<file path="config.mk">
export PLATFORM = sky130hd
export DESIGN_NAME = gfe_ctrl
export DESIGN_NICKNAME = d
export VERILOG_FILES = /design/src/design/gfe_pkg.sv /design/src/design/gfe_ctrl.sv
export SDC_FILE = /design/constraint.sdc
export NUM_CORES = 1
export LEC_CHECK = 0
export BUFFER_PORTS_ARGS = -buffer_cell sky130_fd_sc_hd__buf_4
export CAP_MARGIN = 15
export CORE_UTILIZATION = 55
export DETAILED_ROUTE_END_ITERATION = 8
export PLACE_DENSITY_LB_ADDON = 0.05
export SLEW_MARGIN = 0
export SYNTH_ARGS = -nofsm -noshare
export SYNTH_HDL_FRONTEND = slang
export SYNTH_SLANG_ARGS = --single-unit
export TNS_END_PERCENT = 1
</file>
<file path="constraint.sdc">
create_clock -name clk_i -period 2.7 [get_ports clk_i]
set_input_delay 0.27 -clock clk_i [delete_from_list [all_inputs] [get_ports clk_i]]
set_output_delay 0.27 -clock clk_i [all_outputs]
set_load 0.02 [all_outputs]
</file>
<file path="src/design/gfe_pkg.sv">
// shared types, constants and coefficient table of the gamma function evaluator
`default_nettype none
package gfe_pkg;

  localparam int NumCoeffsDef = 27;
  localparam int InFracDef    = 24;
  localparam int OutFracDef   = 32;
  localparam int ZW           = 30;
  localparam int GW           = 64;
  localparam int SumFrac      = 60;
  localparam int MaxCoeffs    = 32;
  localparam int CoefIdxW     = 5;

  typedef enum logic [1:0] {
    ST_VALID = 2'd0,
    ST_SAT   = 2'd1,
    ST_POLE  = 2'd2
  } status_e;

  typedef logic [MaxCoeffs-1:0][63:0] coef_tab_t;

  typedef struct packed {
    logic                load;
    logic                up_load;
    logic                dn_load;
    logic                pole;
    logic                mul_step;
    logic [1:0]          pidx;
    logic                norm;
    logic                x_dec;
    logic                ser_init;
    logic                ser_load;
    logic                ser_acc;
    logic [CoefIdxW-1:0] coef_idx;
    logic                fin_start;
    logic                div_step;
    logic                sh_setup;
    logic                shift_step;
    logic                finish;
  } gfe_cmd_t;

  typedef struct packed {
    logic x_gt_one;
    logic x_neg;
    logic t_zero;
    logic div;
    logic sc_zero;
  } gfe_sts_t;

  // decimal fraction digits to an unsigned value with 60 fraction bits, truncated
  function automatic logic [63:0] frac_digits_q60(input string d);
    logic [63:0] r;
    logic [63:0] dig;
    logic [7:0]  ch;
    int          i;
    r = '0;
    for (i = d.len() - 1; i >= 0; i--) begin
      ch  = d[i];
      dig = 64'((ch - 8'd48) & 8'd15);
      if (dig > 64'd9) dig = 64'd9;
      r = ((dig << SumFrac) + r) / 64'd10;
    end
    return r;
  endfunction

  function automatic logic [63:0] coef_value(input int n);
    logic [63:0] mag;
    mag = '0;
    case (n)
      0: mag = 64'd1 << SumFrac;
      1: mag = frac_digits_q60(
        "5772156649015328574847107526236417396399473414593683294694448354");
      2: mag = frac_digits_q60(
        "9890559953279716055879006187112349085181194245439605371493621847");
      3: mag = frac_digits_q60(
        "9074790760807840913849637364128458684942765833469234123768037827");
      4: mag = frac_digits_q60(
        "9817280868287493872829494368343906581423463320746975472327806233");
      5: mag = frac_digits_q60(
        "9819950687133308024036797799970825430041145353647966988985601196");
      6: mag = frac_digits_q60(
        "9931491103560720422277583602583809840640935608838069770575025500");
      7: mag = frac_digits_q60(
        "9960016921875578703578265696608380067250364412371040786498723143");
      8: mag = frac_digits_q60(
        "9981048811182184740194832873848235437462323425587398485676418276");
      9: mag = frac_digits_q60(
        "9990178339256502246393676805933536852541867471072467946582140434");
      10: mag = frac_digits_q60(
        "9994621279751838577149190275163130262747245024804575366693054501");
      11: mag = frac_digits_q60(
        "9994473777770612291622853078667857569155792808053497759251338579");
      12: mag = frac_digits_q60(
        "9984234865818553609719362575102820190846558249735448507547378456");
      13: mag = frac_digits_q60(
        "9942964224792548885499600606423283534205252993190213223445278409");
      14: mag = frac_digits_q60(
        "9817415529373300718490015920863342801408285485623247052344540861");
      15: mag = frac_digits_q60(
        "9505087356260045072671857543877141073379640221543396483474575002");
      16: mag = frac_digits_q60(
        "8862340777038458017327321534931532223720878671817192171976377175");
      17: mag = frac_digits_q60(
        "7766020439022703527799336629113315125364278308070082251553428261");
      18: mag = frac_digits_q60(
        "6218261781120564563123419874557456000659195749648797901211510819");
      19: mag = frac_digits_q60(
        "4417060348412027926063218282522105999297358388447257554947061329");
      20: mag = frac_digits_q60(
        "2701475353497292098269379690209491963786354304362498578566182867");
      21: mag = frac_digits_q60(
        "1378768248000485686016129493050214125669796790493931341733992288");
      22: mag = frac_digits_q60(
        "05666741300908340721257290134619610032425452294036514887478396272");
      23: mag = frac_digits_q60(
        "01791721124454662588127948572017495010218971969715187449742012969");
      24: mag = frac_digits_q60(
        "004073484259812306386189879368456543383087672500179665265686023159");
      25: mag = frac_digits_q60(
        "0005909388467936236862167480758102751061875702154896091292021547692");
      26: mag = frac_digits_q60(
        "00004099576613045368062084546287872853816528530699297713842313");
      default: mag = '0;
    endcase
    return (n % 2 == 1) ? (64'd0 - mag) : mag;
  endfunction

  function automatic coef_tab_t build_coef_tab();
    coef_tab_t tab;
    int        n;
    for (n = 0; n < MaxCoeffs; n++) begin
      tab[n] = coef_value(n);
    end
    return tab;
  endfunction

endpackage
`default_nettype wire

</file>
<file path="src/design/gfe_ctrl.sv">
// controller state machine sequencing reduction, series, final scaling and output
`default_nettype none
module gfe_ctrl import gfe_pkg::*; #(
  parameter int NUM_COEFFS = NumCoeffsDef
) (
  input  wire logic     clk_i,
  input  wire logic     rst_ni,
  input  wire logic     in_valid_i,
  input  wire logic     out_busy_i,
  input  wire gfe_sts_t sts_i,
  output gfe_cmd_t      cmd_o,
  output logic          in_stall_o,
  output logic          out_load_o
);

  localparam int CW = $clog2(NUM_COEFFS);

  typedef enum logic [12:0] {
    S_IDLE     = 13'b0000000000001,
    S_UP_CHK   = 13'b0000000000010,
    S_DN_CHK   = 13'b0000000000100,
    S_MUL      = 13'b0000000001000,
    S_NORM     = 13'b0000000010000,
    S_SER_INIT = 13'b0000000100000,
    S_SER_LD   = 13'b0000001000000,
    S_SER_ACC  = 13'b0000010000000,
    S_FIN      = 13'b0000100000000,
    S_DIV      = 13'b0001000000000,
    S_SH_SET   = 13'b0010000000000,
    S_SHIFT    = 13'b0100000000000,
    S_OUT      = 13'b1000000000000
  } state_e;

  typedef enum logic [1:0] {
    RET_UP  = 2'd0,
    RET_DN  = 2'd1,
    RET_SER = 2'd2,
    RET_FIN = 2'd3
  } ret_e;

  state_e        state_q, state_d;
  ret_e          ret_q, ret_d;
  logic [1:0]    pidx_q, pidx_d;
  logic [CW-1:0] n_q, n_d;
  logic [5:0]    dcnt_q, dcnt_d;

  always_comb begin
    state_d    = state_q;
    ret_d      = ret_q;
    pidx_d     = pidx_q;
    n_d        = n_q;
    dcnt_d     = dcnt_q;
    cmd_o      = '0;
    out_load_o = 1'b0;
    in_stall_o = (state_q != S_IDLE);
    cmd_o.coef_idx = CoefIdxW'(n_q);
    case (state_q)
      S_IDLE: begin
        if (in_valid_i) begin
          cmd_o.load = 1'b1;
          state_d    = S_UP_CHK;
        end
      end
      S_UP_CHK: begin
        if (sts_i.x_gt_one) begin
          cmd_o.up_load = 1'b1;
          ret_d   = RET_UP;
          pidx_d  = '0;
          state_d = S_MUL;
        end else begin
          state_d = S_DN_CHK;
        end
      end
      S_DN_CHK: begin
        if (sts_i.x_neg) begin
          if (sts_i.t_zero) begin
            cmd_o.pole = 1'b1;
            state_d    = S_OUT;
          end else begin
            cmd_o.dn_load = 1'b1;
            ret_d   = RET_DN;
            pidx_d  = '0;
            state_d = S_MUL;
          end
        end else begin
          state_d = S_SER_INIT;
        end
      end
      S_MUL: begin
        cmd_o.mul_step = 1'b1;
        cmd_o.pidx     = pidx_q;
        pidx_d         = pidx_q + 2'd1;
        if (pidx_q == 2'd3) begin
          case (ret_q)
            RET_UP, RET_DN: state_d = S_NORM;
            RET_SER:        state_d = S_SER_ACC;
            default:        state_d = S_SH_SET;
          endcase
        end
      end
      S_NORM: begin
        cmd_o.norm  = 1'b1;
        cmd_o.x_dec = (ret_q == RET_UP);
        state_d     = S_UP_CHK;
      end
      S_SER_INIT: begin
        cmd_o.ser_init = 1'b1;
        cmd_o.coef_idx = CoefIdxW'(NUM_COEFFS - 1);
        n_d            = CW'(NUM_COEFFS - 2);
        state_d        = S_SER_LD;
      end
      S_SER_LD: begin
        cmd_o.ser_load = 1'b1;
        ret_d   = RET_SER;
        pidx_d  = '0;
        state_d = S_MUL;
      end
      S_SER_ACC: begin
        cmd_o.ser_acc = 1'b1;
        if (n_q == '0) begin
          state_d = S_FIN;
        end else begin
          n_d     = n_q - 1'b1;
          state_d = S_SER_LD;
        end
      end
      S_FIN: begin
        cmd_o.fin_start = 1'b1;
        if (sts_i.div) begin
          dcnt_d  = '0;
          state_d = S_DIV;
        end else begin
          ret_d   = RET_FIN;
          pidx_d  = '0;
          state_d = S_MUL;
        end
      end
      S_DIV: begin
        cmd_o.div_step = 1'b1;
        dcnt_d         = dcnt_q + 6'd1;
        if (dcnt_q == 6'd63) state_d = S_SH_SET;
      end
      S_SH_SET: begin
        cmd_o.sh_setup = 1'b1;
        state_d        = S_SHIFT;
      end
      S_SHIFT: begin
        if (sts_i.sc_zero) begin
          cmd_o.finish = 1'b1;
          state_d      = S_OUT;
        end else begin
          cmd_o.shift_step = 1'b1;
        end
      end
      S_OUT: begin
        if (!out_busy_i) begin
          out_load_o = 1'b1;
          state_d    = S_IDLE;
        end
      end
      default: state_d = S_IDLE;
    endcase
  end

  always_ff @(posedge clk_i or negedge rst_ni) begin
    if (!rst_ni) begin
      state_q <= S_IDLE;
      ret_q   <= RET_UP;
      pidx_q  <= '0;
      n_q     <= '0;
      dcnt_q  <= '0;
    end else begin
      state_q <= state_d;
      ret_q   <= ret_d;
      pidx_q  <= pidx_d;
      n_q     <= n_d;
      dcnt_q  <= dcnt_d;
    end
  end

endmodule
`default_nettype wire
</file>
### Yosys cells after proc, flatten, opt, wreduce, memory -nomap -nowiden

Index checks and enable logic that the tools add are counted.
W data, S select, Z words.

* flip-flop bits (word level): 28
* input port bits: 9
* output and inout bits: 24
* logic and storage cells: 96

* add/sub/neg operators: 3
* equality and inequality tests: 29
* muxes and demuxes: 47
* reduce and logical (&&, ||, !) cells: 12

Operators by type and width (count)
* $pmux W13 S13: 1
* $mux W13: 7
* $mux W2: 11
* $ne A2 B2 Y1 const B: 11
* $pmux W11 S2: 1
* $mux W1: 16
* $reduce_and A5 Y1: 3
* $eq A13 B1 Y1 const B: 1
* $eq A13 B10 Y1 const B: 1
* $eq A13 B11 Y1 const B: 1
* $eq A13 B12 Y1 const B: 1
* $eq A13 B13 Y1 const B: 1
* $eq A13 B2 Y1 const B: 1
* $eq A13 B3 Y1 const B: 1
* $eq A13 B4 Y1 const B: 1
* $eq A13 B5 Y1 const B: 1
* $eq A13 B6 Y1 const B: 1
* $eq A13 B7 Y1 const B: 1
* $eq A13 B8 Y1 const B: 1
* $eq A13 B9 Y1 const B: 1
* $ne A13 B1 Y1 const B: 1
* $pmux W6 S2: 1
* $mux W10: 1
* $mux W5: 2
* 20 further kinds: 23

### Logic depth before layout (Yosys ltp)

* word-level depth: 5
* gate-level depth with buffers: 7
* depth with buffers taken out: 6

### Least setup slack after synthesis

OpenSTA, ideal clock, no wires.

* kind: register to register
* from: register state_q[6]
* to: register n_q[0]
* setup time: 0.125 ns
* arrival time: 2.262 ns
* data required time: 2.575 ns
* setup slack: 0.314 ns
* cell stages (with the launch flop): 6
* path buffers: 1
* clock period less this slack: 2.386 ns
* path through: dfrtp_1 -> clkbuf_1 -> or4b_2 -> nor4_2 -> nand2_1 -> mux2_2

* longest elaborated chain between the ends: 3
* elaborated cells between the ends (all ways): 6
* classes of those cells: eq/ne: 3; mux: 1; reduce/logical: 2

Ends and longest elaborated chain
* from (decl): line gfe_ctrl.sv:41 `state_e state_q, state_d;`
* from (signal assigned): line gfe_ctrl.sv:173 `state_q <= state_d;`
* $eq A13 B8 Y1 / $eq A13 B6 Y1 (equally long branches): line gfe_ctrl.sv:57 `case (state_q)`
* $ne A2 B2 Y1 (no line) / $reduce_bool A2 Y1 (equally long branches)
* $reduce_and A2 Y1 (no line)
* to (signal assigned): line gfe_ctrl.sv:176 `n_q <= n_d;`
* to (decl): line gfe_ctrl.sv:44 `logic [CW-1:0] n_q, n_d;`

Parallel ways exist; a longest one is shown, timed or not.
A chain may end at the register's enable or synchronous reset.

==> key figures <==
Outcome
  – Outcome: finished clean

Job
  – MaxCap Viol Count: 0

Final layout
  – Fraction of layout instances using a drive strength above 1: 21.9%
  – Post-route cell area: 2100 sq um
  – Leading cell type in the layout, fill and taps excluded: buf_4
  – Fill cell count: 256
  – ANT cells: 0
  – Most frequent cells in the layout: buf_4 (35), dfrtp_1 (27), nor2_1 (22), nand2_1 (19), o21ai_0 (18)
  – Nets: approximately 250
  – Layout area overhead: 19.7%

Worst setup path
  – Critical Path AT: roughly 2.3 ns
  – Startpoint type of the worst setup path: flop
  – Crit path max fanout: 7
  – Crit. End Element: output port
  – CP Class: flop to output port
  – Worst Path Required: around 2.4 ns

Place
  – Gp weighted congestion: 0.909
  – Post-DP HPWL: 3060 um
  – IO buf count: 32
  – Placed Instance Area: 2060 sq um

Min path
  – Min-delay worst type: input port to flop

Synthesis
  – Post-synthesis sequential area ratio: 40.0%
  – Count of cell types in the netlist: 47
  – EDFF count, synth: 0
  – Async S/R FF share, synth: 100%
  – Yosys reg bits: 28
  – Syn. warnings: 0
  – Post-Syn Nets: 214
  – Post-Syn Area: about 1800 sq um
  – Most used DFF post-synth: dfrtp_1
  – Mean area per synthesized cell: 8.73 sq um
  – Cells after synthesis: between 200 and 250

Clock tree
  – Cts bufs inserted: 3
  – Worst skew pair latency: around 0.33 ns
  – Root buf cell: clkbuf_4
  – Clk buf depth: 2
  – Setup bufs post-CTS: 0
  – CTS tree: done
  – CTS Sinks: 28
  – H-tree Lvls: 1
  – Worst-path clk slew: 0.15 ns

Detailed routing
  – Vias: between 1500 and 2000
  – Final ANT Viol Nets: 0
  – WL/cell: approximately 14 um
  – Vias/cell: 5.77
  – Pre-antenna DRT Iters: 5
  – # DRC: 0
  – Iteration-0 DRC Markers: 77
  – Routed WL: around 4000 um

Timing
  – Final setup vio count: 0
  – Worst Clk Skew: 0.00511 ns
  – Clock period minus worst slack: between 2 and 3 ns
  – Fin. Hold Viols: 0
  – RSZ-0062 raised after global routing: false
  – Final period utilization: 94.2%
  – Measured slew at the worst slew-check pin: 0.463 ns
  – Fmax: 0.393 GHz
  – Worst slew margin: 68.9%
  – Setup_tns: 0 ns
  – Fin. max-slew vios: 0

Power
  – Max VDD drop: 0.379 mV
  – Pleak: 1.04 nW
  – Pwr dens: around 700 nW/um^2

Floorplan
  – Std-Cell Rows: 20
  – Die height: 58.5 um
  – Total die area: between 3000 and 4000 sq um
  – Core area: slightly above 3000 sq um
  – Starting Density: 57.9%
  – Number of primary I/O pins: 33
  – Die width: 58.5 um

Global route
  – Grt ovf: 0
  – Total GRT Usage: 25.0%
  – Initial antenna violation count: 0
  – First-pass GRT wire length: 6580 um
  – Largest net degree at the start of global routing: 29
  – Vias in the first global route: ~1500
==> flip-flops by register name (all words and copies together), names as in the netlist <==
signal / flops
dcnt_q: 6
pidx_q: 2
ret_q: 2
state_q: 13
n_q: 5
==> through the flow <==
stage          setup slack [ns]  cells  utilization [%]  hold WS, ns  power, mW
2_1_floorplan             0.314    201                -      -0.0256       1.05
3_3_place_gp              0.526    276             67.9        0.207       1.24
3_5_place_dp              0.444    276             67.9        0.210       1.27
4_1_cts                  0.0699    281             69.1       0.0654       1.45
5_1_grt                  0.0151    281             69.3       0.0674       1.55
6_report                  0.156    281             69.3       0.0731       1.45
==> area by class of cell <==
type                            instances  area (sq um)  area share, %
Clock buffer                            4          26.3           1.25
Inverter                                8          30.0           1.43
Multi-Input combinational cell        161          1010           48.3
Sequential cell                        28           702           33.4
Tap cell                               44          55.1           2.62
Timing Repair Buffer                   36           273           13.0
==> synth_stat cells (2+ instances only) <==
| cell type | instances | area share [%] |
|---|---|---|
| dfrtp_1 | 27 | 39 |
| nor2_1 | 22 | 4.7 |
| nand2_1 | 19 | 4.1 |
| o21ai_0 | 18 | 5.1 |
| nand3_1 | 11 | 3.1 |
| nor3_1 | 10 | 2.9 |
| inv_1 | 8 | 1.7 |
| a21oi_1 | 6 | 1.7 |
| nor2b_1 | 6 | 2.1 |
| and3_1 | 5 | 1.8 |
| or2_2 | 5 | 1.8 |
| clkbuf_1 | 4 | 0.86 |
| ha_1 | 4 | 2.9 |
| nand4_1 | 4 | 1.4 |
| xor2_1 | 4 | 2.0 |
| nor4_1 | 3 | 1.1 |
| o31ai_1 | 3 | 1.3 |
| or3_1 | 3 | 1.1 |
| a22o_1 | 2 | 1.0 |
| and2_1 | 2 | 0.71 |
| and4_1 | 2 | 1.0 |
| and4b_1 | 2 | 1.1 |
| mux2i_1 | 2 | 1.1 |
| nand2b_1 | 2 | 0.71 |
| nor3b_1 | 2 | 0.86 |
| nor4b_1 | 2 | 1.0 |
| o21a_1 | 2 | 0.86 |
| or4_1 | 2 | 0.86 |
==> repair_timing <==
| action | in CTS | in global routing |
|---|---|---|
| hold endpoints to repair | 27 | 0 |
| endpoints found under the setup margin | 0 | 1 |
| resized for setup | 0 | 1 |
| hold buffers | 1 | 0 |
==> cell families (layout without fill, tap and decap cells) <==
group                    Yosys count  in the layout  synth area share (%)
buffers and inverters             12             48                  2.57
AO/OA/AOI/OAI                     37             37                  12.6
adder cells (fa/ha/maj)            4              4                  2.85
multiplexers                       3              3                  1.78
XOR/XNOR                           5              5                  2.50
flip-flops                        28             28                  40.0
AND/OR/NAND/NOR                  112            112                  37.7
==> layer usage <==
layer	GRT usage [%]	routed length, um
met5	0	0
met4	7.48	45
met3	3.30	236
met2	41.1	1870
met1	34.5	1830
==> worst max-delay path, stage by stage, from the launching register on <==
cell	delay (ns)
dfrtp_1	0.47
or4_4	0.62
nor3_4	0.23
nand4b_1	0.26
nand2_1	0.16
inv_1	0.05
buf_4	0.15
==> where the power goes <==
group | switching (mW) | internal [mW] | total [mW]
sequential | 0.0923 | 0.499 | 0.592
clock | 0.125 | 0.0580 | 0.183
combinational | 0.391 | 0.286 | 0.677
==> path summary, 6_finish.rpt <==
path                       startpoint  depth (start not counted)         end  slack [ns]
setup / recovery           state_q[1]                          6    cmd_o[7]        0.16
hold / removal               sts_i[4]                          2  state_q[2]        0.07
setup reg to reg           state_q[1]                          5   dcnt_q[5]        0.41
hold reg to reg              ret_q[0]                          1  state_q[7]        0.50
max in group asynchronous      rst_ni                          2  state_q[0]        2.02
min in group asynchronous      rst_ni                          2    ret_q[1]        0.37
Power figures use the tool's default switching activity.
